==> src/sv/tea_pkg.sv <==
// tea cipher package: round constants, types and the round mix function
`timescale 1ns / 1ps
`default_nettype none

package tea_pkg;

    localparam int unsigned TEA_ROUNDS     = 32;
    localparam int unsigned TEA_ROUNDS_MAX = 64;
    localparam logic [31:0] TEA_DELTA      = 32'h9E37_79B9;

    // word index of the key registers on the configuration port
    typedef enum logic [1:0] {
        REG_KEY0 = 2'd0,
        REG_KEY1 = 2'd1,
        REG_KEY2 = 2'd2,
        REG_KEY3 = 2'd3
    } tea_reg_t;

    typedef struct packed {
        logic        dec;
        logic [31:0] left;
        logic [31:0] right;
    } tea_beat_t;

    typedef struct packed {
        logic [31:0] k0;
        logic [31:0] k1;
        logic [31:0] k2;
        logic [31:0] k3;
    } tea_key_t;

    // round sum after n additions of delta, modulo 2^32 (elaboration only)
    function automatic logic [31:0] tea_sum(input int unsigned n);
        logic [63:0] prod;
        prod = 64'(TEA_DELTA) * 64'(n);
        return prod[31:0];
    endfunction

    function automatic logic [31:0] tea_mix(
        input logic [31:0] v,
        input logic [31:0] sum,
        input logic [31:0] ka,
        input logic [31:0] kb
    );
        return ((v << 4) + ka) ^ (v + sum) ^ ((v >> 5) + kb);
    endfunction

endpackage

`default_nettype wire

==> src/sv/tea_round_stage.sv <==
// tea half-round pipeline stage: one word update and its register
`timescale 1ns / 1ps
`default_nettype none

module tea_round_stage
    import tea_pkg::*;
#(
    parameter logic [31:0] SUM_ENC = TEA_DELTA,
    parameter logic [31:0] SUM_DEC = TEA_DELTA,
    parameter bit          SECOND  = 1'b0
) (
    input  wire logic      clk,
    input  wire logic      rst_n,
    input  wire logic      en,
    input  wire logic      in_valid,
    input  wire tea_beat_t in_beat,
    input  wire tea_key_t  keys,
    output logic           out_valid,
    output tea_beat_t      out_beat
);

    logic        valid_reg;
    tea_beat_t   beat_reg;
    tea_beat_t   beat_next;
    logic        src_left;
    logic [31:0] src;
    logic [31:0] dst;
    logic [31:0] ka;
    logic [31:0] kb;
    logic [31:0] sum;
    logic [31:0] mixed;
    logic [31:0] dst_new;

    // encrypt: first half updates left from right, second right from left
    // decrypt: the order is swapped
    always_comb
    begin
        src_left = in_beat.dec ^ SECOND;
        sum      = in_beat.dec ? SUM_DEC : SUM_ENC;
        if (src_left)
        begin
            src = in_beat.left;
            dst = in_beat.right;
            ka  = keys.k2;
            kb  = keys.k3;
        end
        else
        begin
            src = in_beat.right;
            dst = in_beat.left;
            ka  = keys.k0;
            kb  = keys.k1;
        end
        mixed   = tea_mix(src, sum, ka, kb);
        dst_new = in_beat.dec ? (dst - mixed) : (dst + mixed);

        beat_next     = in_beat;
        if (src_left)
        begin
            beat_next.right = dst_new;
        end
        else
        begin
            beat_next.left = dst_new;
        end
    end

    always_ff @(posedge clk or negedge rst_n)
    begin
        if (!rst_n)
        begin
            valid_reg <= 1'b0;
        end
        else if (en)
        begin
            valid_reg <= in_valid;
        end
    end

    always_ff @(posedge clk)
    begin
        if (en)
        begin
            beat_reg <= beat_next;
        end
    end

    assign out_valid = valid_reg;
    assign out_beat  = beat_reg;

endmodule

`default_nettype wire

==> config.mk <==
export PLATFORM = sky130hd
export DESIGN_NAME = tea_round_stage
export DESIGN_NICKNAME = d
export VERILOG_FILES = /design/src/sv/tea_pkg.sv /design/src/sv/tea_round_stage.sv
export SDC_FILE = /design/constraint.sdc
export NUM_CORES = 1
export LEC_CHECK = 0
export BUFFER_PORTS_ARGS = -buffer_cell sky130_fd_sc_hd__buf_2
export CORE_ASPECT_RATIO = 2
export CORE_UTILIZATION = 32
export CTS_CLUSTER_DIAMETER = 150
export DETAILED_ROUTE_END_ITERATION = 7
export PLACE_DENSITY = 0.54
export SYNTH_ARGS = -nofsm -noshare
export SYNTH_HDL_FRONTEND = slang
export SYNTH_SLANG_ARGS = --single-unit
==> constraint.sdc <==
create_clock -name clk -period 1.2 [get_ports clk]
set_input_delay 0.12 -clock clk [delete_from_list [all_inputs] [get_ports clk]]
set_output_delay 0.12 -clock clk [all_outputs]
set_load 0.02 [all_outputs]
==> metrics.md <==
| Metric | Value |
|---|---|
| Antenna violations before repair | 2 |
| CP max-delay cell | or3_1 |
| Syn Nets | 1536 |
| P_int | about 23 mW |
| Comb power frac | 0.821 |
| Min-delay worst type | input port to register |
| Prevailing post-synth register cell | edfxtp_1 |
| Final Cycle Share | 4.59 |
| Cts bufs inserted | 9 |
| Netlist cell types | about 110 |
| Share of the synthesized area in the top cell type | 0.181 |
| Switching Share | 0.439 |
| Max Transition Viols Final | 0 |
| Die Y | 262 um |
| LEAKAGE | 8.61 nW |
| PnR worst setup slack | -4.31 ns |
| Clk buf depth | 2 |
| Max cap viols | 0 |
| CP required | around 1.3 ns |
| Area growth syn-to-layout | 70.3% |
| Max FO, Critical Path | 13 |
| Reg2Reg Setup Slack | 0.46 ns |
| Port Buffer Count | 262 |
| Synth area leader | edfxtp_1 |
| Initial DRC Count | between 400 and 500 |
| Die width | 132 um |
| Fill cells | 2984 |
| Htree depth | 3 |
| Hold Fails Final Rpt | 0 |
| Pwr Density | roughly 2200 mW/mm^2 |
| Drt pass-1 iters | 4 |
| Clock power share | 0.072 |
| Tot Pwr | between 40 and 50 mW |
| Unrepaired setup endpoints after global routing | yes |
| Clock Skews | 0 ns |
| Post-synth EDFFs | 65 |
| Residual DRC | 0 |
| Data arrival, critical path | approximately 5.6 ns |
| Share of layout cells above drive strength 1 | 0.562 |
| Number of global-route vias before repair | 13300 |
| WS Path Type | input port to register |
| Num rows | 94 |
| First-pass GRT wire length | 69.7 mm |
| Net switching power | 17.8 mW |
| Top cell by count, worst path | o21ai_2 |
| WL/cell | 19.8 um |
| Boundary Pins | 263 |
| Clock sink count | 66 |
| Synth top area cells | edfxtp_1 18%, xnor2_1 11%, mux2_2 11% |
| Number of synthesized register bits | 66 |
| NumNets Final | around 2300 |
| Core Footprint | 0.0330 mm^2 |
| Total Routed Length | 48.8 mm |
| Final TNS setup | -202.34 ns |
| Slew of the pin with the lowest slew margin | 0.673 ns |
| Final setup viols | 64 |
| CP Launch Type | input port |
| Antenna viol nets, final | 0 |
| Root buf cell | clkbuf_16 |
| TritonCTS clock tree | done |
| Largest net degree at the start of global routing | 79 |
| Reg clk slew, reported paths | 0.06 ns |
| Clock Latency Late Sink | 0.34 ns |
| Die area | approximately 0.035 mm^2 |
| CP endpoint kind | register |
| DP HPWL | 40.6 mm |
| Sequential power share | 0.107 |
| GRT Residual Overflow | 0 |
| Relative slew slack | 0.550 |
| Minimum clock period | ~5.5 ns |
| Fmax | 0.181 GHz |
| Final Wtd Congestion | 0.971 |
| Post-Syn Instances | about 1200 |
| Routed vias | 12900 |
| Status | finished, violations left |
| Vias/cell | 5.22 |
| Failing checks | negative setup slack |
| Syn Area/Cell | 8.65 um^2 |
| Slowest stage delay, CP | 0.42 ns |
| Maximum vdd drop | roughly 1300 uV |
| Fin Hold WS | 0.0113 ns |
| Async S/R FF share, synth | 0.0152 |
| Starting Density | 0.327 |
| GRT Total Usage | 0.271 |
| Mapped cell area | 0.0108 mm^2 |
| Register area share after synthesis | 0.183 |
| Yosys warnings | 0 |
## final timing paths
| kind | start | endpoint | depth (start not counted) |
|---|---|---|---|
| worst max-delay path | in_beat[64] | out_beat[63]$_DFFE_PP_ | 29 |
| worst min-delay path | in_valid | out_valid$_DFFE_PN0P_ | 2 |
| worst max register to register | out_valid$_DFFE_PN0P_ | out_valid$_DFFE_PN0P_ | 1 |
| worst min register to register | out_valid$_DFFE_PN0P_ | out_valid$_DFFE_PN0P_ | 1 |
| max in group asynchronous | rst_n | out_valid$_DFFE_PN0P_ | 2 |
| min in group asynchronous | rst_n | out_valid$_DFFE_PN0P_ | 2 |
## area by class of cell
cell class,instances,area [um^2],share of cell area
flip-flops and latches,66,1980,0.107
diodes,1,2.50,0.000136
clock inverters,6,90.1,0.00489
well taps,432,541,0.0294
clock buffers,10,239,0.0130
inverters,34,136,0.00741
repair buffers,804,5670,0.308
multi-input cells,1110,9750,0.530
## registers in the layout, indices dropped and copies added (netlist names)
signal	cells
out_beat	65
out_valid	1
## cell families (layout without fill, tap and decap cells)
kind of cell | after synthesis | after routing | share of synthesized area
AND/OR/NAND/NOR | 379 | 379 | 0.179
AO/OA/AOI/OAI | 326 | 326 | 0.201
XOR/XNOR | 201 | 201 | 0.179
multiplexers | 114 | 114 | 0.119
adder cells (fa/ha/maj) | 90 | 90 | 0.106
buffers and inverters | 73 | 854 | 0.0322
flip-flops | 66 | 66 | 0.183
other | 0 | 1 | 0
## cell usage in the layout (no fill, tap or decap), types with 28 or more instances in the layout
master	instances
a21oi_1	70
buf_2	261
buf_4	504
edfxtp_1	65
ha_1	67
inv_1	28
mux2_2	83
nand2_1	143
nor2_1	73
o21ai_0	34
xnor2_1	110
xor2_1	51
## through the flow
step | instances | cell area (um^2) | worst slack [ns] | util
CTS | 2443 | 17900 | -4.25 | 0.541
detailed placement | 2386 | 16400 | -5.12 | 0.495
floorplan | 1249 | 11100 | -5.34 | -
finish | 2463 | 18400 | -4.31 | 0.557
global placement | 2386 | 16400 | -5.04 | 0.495
global route | 2462 | 18400 | -4.54 | 0.557
## synth_stat cells (all sizes together) (4+ instances only)
cell type,instances
a211o,7
a211oi,14
a21bo,4
a21o,27
a21oi,99
a221oi,5
a31oi,16
and2,8
and3,8
buf,16
clkbuf,23
edfxtp,65
ha,87
inv,33
mux2,104
mux2i,10
nand2,160
nand2b,13
nand3,17
nand3b,8
nand4,12
nor2,80
nor2b,10
nor3,21
nor3b,8
nor4,7
nor4b,5
o211ai,15
o21a,13
o21ai,62
o21bai,10
o31ai,10
or3,6
or3b,4
xnor2,133
xnor3,10
xor2,57
## power groups by stage
stage	sequential, mW	clock, mW	combinational [mW]
5_1_grt	4.43	3.05	35.2
4_1_cts	4.38	2.96	30.7
3_3_place_gp	4.40	0	27.2
3_5_place_dp	4.42	0	27.4
2_1_floorplan	5.67	0	14.6
6_report	4.35	2.91	33.2
## routing by layer
metal	track usage	wire length (um)	up-vias
met2	0.565	28000	444
li1	-	-	6168
met4	0.277	5390	2
met1	0.200	13800	6026
met3	0.0330	1590	216
met5	0	8	-
## repair_timing
action                                  4_1_cts  5_1_grt
hold buffers                                  1        0
gates cloned                                  2        1
buffers inserted                             41       21
endpoints found under the hold margin         1        0
pin swaps                                    93       68
gates resized for setup                     168       74
endpoints found under the setup margin       64       64
## critical path: cells and delay by family
family | cells | cell delay (ns)
and+or+nand+nor | 5 | 1.06
adders and majority gates | 2 | 0.63
buffers and inverters | 5 | 0.67
xor gates and xnor gates | 4 | 0.82
muxes | 1 | 0.26
AOI/OAI and AO/OA | 12 | 2.02
Note: power is estimated with default switching activity, not from simulation.
